**src/hdl/bpa_pkg.sv**
```systemverilog
// Package for the buddy page allocator: payload structs, state and
// datapath operation codes, controller/datapath link structs.
// No dependencies.
`timescale 1ns / 1ps

package bpa_pkg;

	localparam int OW = 5;	// level width wide enough for every legal order count

	localparam logic CMD_ALLOC = 1'b0;
	localparam logic CMD_FREE = 1'b1;
	localparam logic STATUS_OK = 1'b0;
	localparam logic STATUS_NOMEM = 1'b1;

	typedef struct packed {
		logic        command;
		logic [3:0]  block_order;
		logic [14:0] page_number;
	} bpa_req_t;

	typedef struct packed {
		logic        status;
		logic [14:0] result_page;
		logic [3:0]  result_order;
	} bpa_rsp_t;

	typedef enum logic [3:0] {
		S_CLEAR,
		S_IDLE,
		S_A_FIND,
		S_A_POP,
		S_A_SPLIT,
		S_F_CHECK,
		S_F_MATE,
		S_F_WALK,
		S_F_LINK
	} bpa_state_t;

	typedef enum logic [3:0] {
		OP_NONE,
		OP_CLEAR,
		OP_LOAD,
		OP_A_POP_RD,
		OP_A_POP,
		OP_A_SPLIT,
		OP_A_FIN,
		OP_A_NOMEM,
		OP_F_MATE_RD,
		OP_W_INIT,
		OP_W_RD,
		OP_W_STEP,
		OP_W_UNLINK,
		OP_MERGE,
		OP_F_PUSH
	} bpa_op_t;

	typedef struct packed {
		bpa_op_t op;
	} bpa_cmd_t;

	typedef struct packed {
		logic clear_last;
		logic is_free;
		logic found;
		logic split_more;
		logic below_top;
		logic mate_match;
		logic walk_ok;
		logic cur_hit;
	} bpa_stat_t;

endpackage

```
**src/hdl/bpa_ctrl.sv**
```systemverilog
// Controller for the buddy page allocator: sequences clear, allocate
// and free operations. Depends on bpa_pkg.
`timescale 1ns / 1ps

module bpa_ctrl (
	input  logic             clk,
	input  logic             arst_n,
	input  logic             start,
	input  bpa_pkg::bpa_stat_t stat,
	output bpa_pkg::bpa_cmd_t  cmd,
	output logic             busy
);
	import bpa_pkg::*;

	bpa_state_t state_q, state_nx;

	// advance state
	always_ff @(posedge clk or negedge arst_n) begin
		if (!arst_n) begin
			state_q <= S_CLEAR;
		end else begin
			state_q <= state_nx;
		end
	end

	// next state
	always_comb begin
		state_nx = state_q;
		unique case (state_q)
			S_CLEAR:   if (stat.clear_last) state_nx = S_IDLE;
			S_IDLE:    if (start) state_nx = stat.is_free ? S_F_CHECK : S_A_FIND;
			S_A_FIND:  state_nx = stat.found ? S_A_POP : S_IDLE;
			S_A_POP:   state_nx = S_A_SPLIT;
			S_A_SPLIT: if (!stat.split_more) state_nx = S_IDLE;
			S_F_CHECK: state_nx = stat.below_top ? S_F_MATE : S_IDLE;
			S_F_MATE:  state_nx = stat.mate_match ? S_F_WALK : S_IDLE;
			S_F_WALK:  state_nx = stat.walk_ok ? S_F_LINK : S_F_CHECK;
			S_F_LINK:  state_nx = stat.cur_hit ? S_F_CHECK : S_F_WALK;
			default:   state_nx = S_IDLE;
		endcase
	end

	// issue datapath operation
	always_comb begin
		cmd.op = OP_NONE;
		busy = 1'b1;
		unique case (state_q)
			S_CLEAR:   cmd.op = OP_CLEAR;
			S_IDLE: begin
				busy = 1'b0;
				if (start) cmd.op = OP_LOAD;
			end
			S_A_FIND:  cmd.op = stat.found ? OP_A_POP_RD : OP_A_NOMEM;
			S_A_POP:   cmd.op = OP_A_POP;
			S_A_SPLIT: cmd.op = stat.split_more ? OP_A_SPLIT : OP_A_FIN;
			S_F_CHECK: cmd.op = stat.below_top ? OP_F_MATE_RD : OP_F_PUSH;
			S_F_MATE:  cmd.op = stat.mate_match ? OP_W_INIT : OP_F_PUSH;
			S_F_WALK:  cmd.op = stat.walk_ok ? OP_W_RD : OP_MERGE;
			S_F_LINK:  cmd.op = stat.cur_hit ? OP_W_UNLINK : OP_W_STEP;
			default:   cmd.op = OP_NONE;
		endcase
	end

`ifndef SYNTHESIS
	a_accept_busy: assert property (@(posedge clk) disable iff (!arst_n)
		start && !busy |=> busy) else $error("accepted transfer did not raise busy");
	a_clear_once: assert property (@(posedge clk) disable iff (!arst_n)
		state_q != S_CLEAR |=> state_q != S_CLEAR) else $error("clear pass reentered");
	a_link_after_walk: assert property (@(posedge clk) disable iff (!arst_n)
		state_q == S_F_LINK |-> $past(state_q) == S_F_WALK)
		else $error("link check without walk read");
`endif

endmodule

```
**config.mk**
```make
export PLATFORM = sky130hd
export DESIGN_NAME = bpa_ctrl
export DESIGN_NICKNAME = d
export VERILOG_FILES = /design/src/hdl/bpa_pkg.sv /design/src/hdl/bpa_ctrl.sv
export SDC_FILE = /design/constraint.sdc
export NUM_CORES = 1
export LEC_CHECK = 0
export ABC_AREA = 0
export BUFFER_PORTS_ARGS = -buffer_cell sky130_fd_sc_hd__clkbuf_2
export CORE_AREA = 2 2 39 41
export DETAILED_ROUTE_END_ITERATION = 10
export DIE_AREA = 0 0 41 43
export PLACE_DENSITY = 0.65
export SLEW_MARGIN = 20
export SYNTH_ARGS = -nofsm -noshare
export SYNTH_HDL_FRONTEND = slang
export SYNTH_SLANG_ARGS = --single-unit
```
**constraint.sdc**
```tcl
create_clock -name clk -period 2.8 [get_ports clk]
set_input_delay 0.42 -clock clk [delete_from_list [all_inputs] [get_ports clk]]
set_output_delay 0.42 -clock clk [all_outputs]
set_load 0.01 [all_outputs]
```
==> summary.md <==
| Metric | Value |
|---|---|
| Global-route met3 utilization | 2.09% |
| F_max | 432 MHz |
| Antenna Nets Post-Route | 0 |
| CTS buffer count | 3 |
| Core area | 0.00138 mm2 |
| Crit path max fanout | 23 |
| Met1 Use GR | 23.1% |
| Die Area | 0.00176 mm2 |
| Ant. Diodes | 0 |
| Hold buffers post-CTS | 1 |
| RD Place Congestion | 0.812 |
| # DRC | 0 |
| Pin count of the biggest net entering global routing | 24 |
| Starting Density | 38.9% |
| Max_slew headroom | 56.7% |
| Worst Hold Class | input port to register |
| Vias per Instance | 5.61 |
| Syn Nets | 80 |
| Starting DRT DRC Count | 19 |
| Wire per inst | 13.1 um |
| I/O Buffers | 15 |
| CTS resizes | 0 |
| Worst Skew | 0.00147 ns |
| Worst endpoint required time | 2.38 ns |
| Setup Fix Bufs, Post-CTS | 0 |
| RR Startpoint | state_q[0] |
| Yosys top cell area share | 18.6% |
| Post-Syn Instances | 69 |
| DRT Wirelength | 1270 um |
| Dominant synthesized flop cell | dfrtp_1 |
| Status | complete, no violations |
| Global-route wire length before repair | 2080 um |
| R2R cell count | 4 |
| Simple-gate share of the synthesized area | 30.9% |
| Vias in the first global route | 497 |
| Pleak | 0.268 nW |
| Number of flops mapped to enable cells by yosys | 0 |
| Final hold violation count | 0 |
| YS warnings | 0 |
| Worst setup EP type | output port |
| Vias | 544 |
| Min Tclk post-route | 2.31 ns |
| Area growth from synthesis to layout | 14.0% |
| I/O Pins | 16 |
| Final period utilization | 82.6% |
| Capturing point of the worst reg2reg path | state_q[0] |
| Top-count cell post-synth | a21oi_1 |
| Worst Tran Pin Value | 0.650 ns |
| Final slew viol count | 0 |
| Largest regs | state_q: 4 flops |
| Post-synth ARST share | 100% |
| Die X | 41 um |
| Clk Tree Root Cell | clkbuf_4 |
| Crit path launch type | register |
| Worst hold slack | 0.474 ns |
| H-tree depth | 1 |
| Die Span Y | 43 um |
| Area leader, netlist | dfrtp_1 |
| Setup TNS | 0 ns |
| Cell Area, Synth | 538 um2 |
| Seq/Total Area, Yosys | 18.6% |
| Post-synth top cells | 8 x a21oi_1, 5 x nand2_1, 5 x nor2_1 |
| Synth Area in Compound Gates | 40.0% |
| GR Util All Layers | 17.2% |
| Biggest register | state_q |
| Final HPWL DP | 940 um |
| CTS tree | yes |
| GR Overflow Total | 0 |
| #FFs+latches synth | 4 |
| CP arrival | 1.89 ns |
| Largest family of logic cells by synthesized area | compound AO/OA/AOI/OAI gates |
| Final nets | 94 |
| Crit. Startpoint | state_q[1] |
| Bufs on Longest Clock Path | 2 |
| Antenna violations before repair | 0 |
| Clk Latency, worst-skew pair | 0.23 ns |
| Clock slew at reported path FFs | 0.03 ns |
| Drt pass-1 iters | 4 |
| Synthesized area per cell | 7.80 um2 |
| Proportion of synthesized area in mux cells | 0% |
| Grt peak-use layer | met2 |
| Synth area leaders | dfrtp_1 19%, a21oi_1 7.4%, nor3b_1 5.6%, nor2b_1 4.7%, buf_6 4.2% |
| Setup CP Type | register to output port |
| Met2 usage | 25.0% |
| Layout cell share with drive strength beyond 1 | 29.6% |
| Number of max-cap violations | 0 |
| # rows | 14 |
| # setup viols final | 0 |
| CP endpoint | cmd[1] |
| Synth unique cells | 34 |
| Max reg flops | 4 |
| Synth Area in XOR/XNOR | 0% |
| Maximum vdd drop | 490 uV |
| Clock Sinks | 4 |
| Design Power | 0.662 mW |
| PwrDens | 1080 mW/mm2 |
| RSZ-0062 raised after global routing | no |
| Adder-Cell Fraction of Synth Area | 0% |
| Reg2reg setup slack | 1.20 ns |
## report_power, final
group          internal, mW  switching, mW  leakage [nW]  total [mW]
clock network        0.0477         0.0201        0.0138      0.0678
logic                 0.205          0.193         0.203       0.398
registers            0.0791          0.117        0.0516       0.196
total                 0.332          0.329         0.268       0.662
## worst max-delay path, stage by stage, from the launching register on
cell and delay, ns:
dfrtp_1 0.61, nor4b_2 0.56, nand2b_1 0.20, o311ai_1 0.12, clkbuf_2 0.18
## placed cells by master, fill, tap and decap left out, drive strengths merged, types with 2 or more instances in the layout
| cell | count |
|---|---|
| nand2 | 5 |
| nor3 | 2 |
| nor2 | 5 |
| nor3b | 4 |
| nor2b | 5 |
| a21oi | 9 |
| a211oi | 2 |
| o21ai | 3 |
| nand3 | 2 |
| o32a | 2 |
| clkbuf | 18 |
| nand2b | 3 |
| dfrtp | 4 |
## how the worst min path moves through the flow
stage / startpoint / to / slack [ns] / depth (start not counted)
floorplan: arst_n / state_q[0] / 0.12 / 0
global placement: arst_n / state_q[3] / 0.23 / 1
detailed placement: arst_n / state_q[1] / 0.23 / 1
CTS: stat[1] / state_q[3] / 0.47 / 3
global route: stat[1] / state_q[3] / 0.49 / 3
finish: stat[1] / state_q[3] / 0.47 / 3
## final cells by class
cell class                 instances  area (um2)
clock buffer                       3        22.5
fill                             154         771
inverter                           1        3.75
multi-input combinational         57         382
sequential                         4         100
tap                               16        20.0
timing repair buffer              16        85.1
## per-layer routing
metal | vias to the layer above | share of wire (%)
met1 | 247 | 46
met2 | 11 | 51
met4 | 0 | 0
met5 | - | 0
met3 | 0 | 3.4
li1 | 286 | -
## logic make-up (layout without fill, tap and decap cells)
group | count (synthesis) | in the layout
AO/OA/AOI/OAI | 29 | 29
AND/OR/NAND/NOR | 28 | 28
buffers and inverters | 8 | 20
flip-flops | 4 | 4
## stage by stage
stage / util [%] / instances / cell area (um2) / setup WS [ns]
6_report: 44.3 / 97 / 613 / 0.486
5_1_grt: 44.3 / 97 / 613 / 0.340
4_1_cts: 44.3 / 97 / 613 / 0.454
3_5_place_dp: 42.0 / 93 / 581 / 0.734
3_3_place_gp: 42.0 / 93 / 581 / 0.705
2_1_floorplan: - / 69 / 538 / 1.15
No activity file was read; power rests on OpenSTA's default activity.
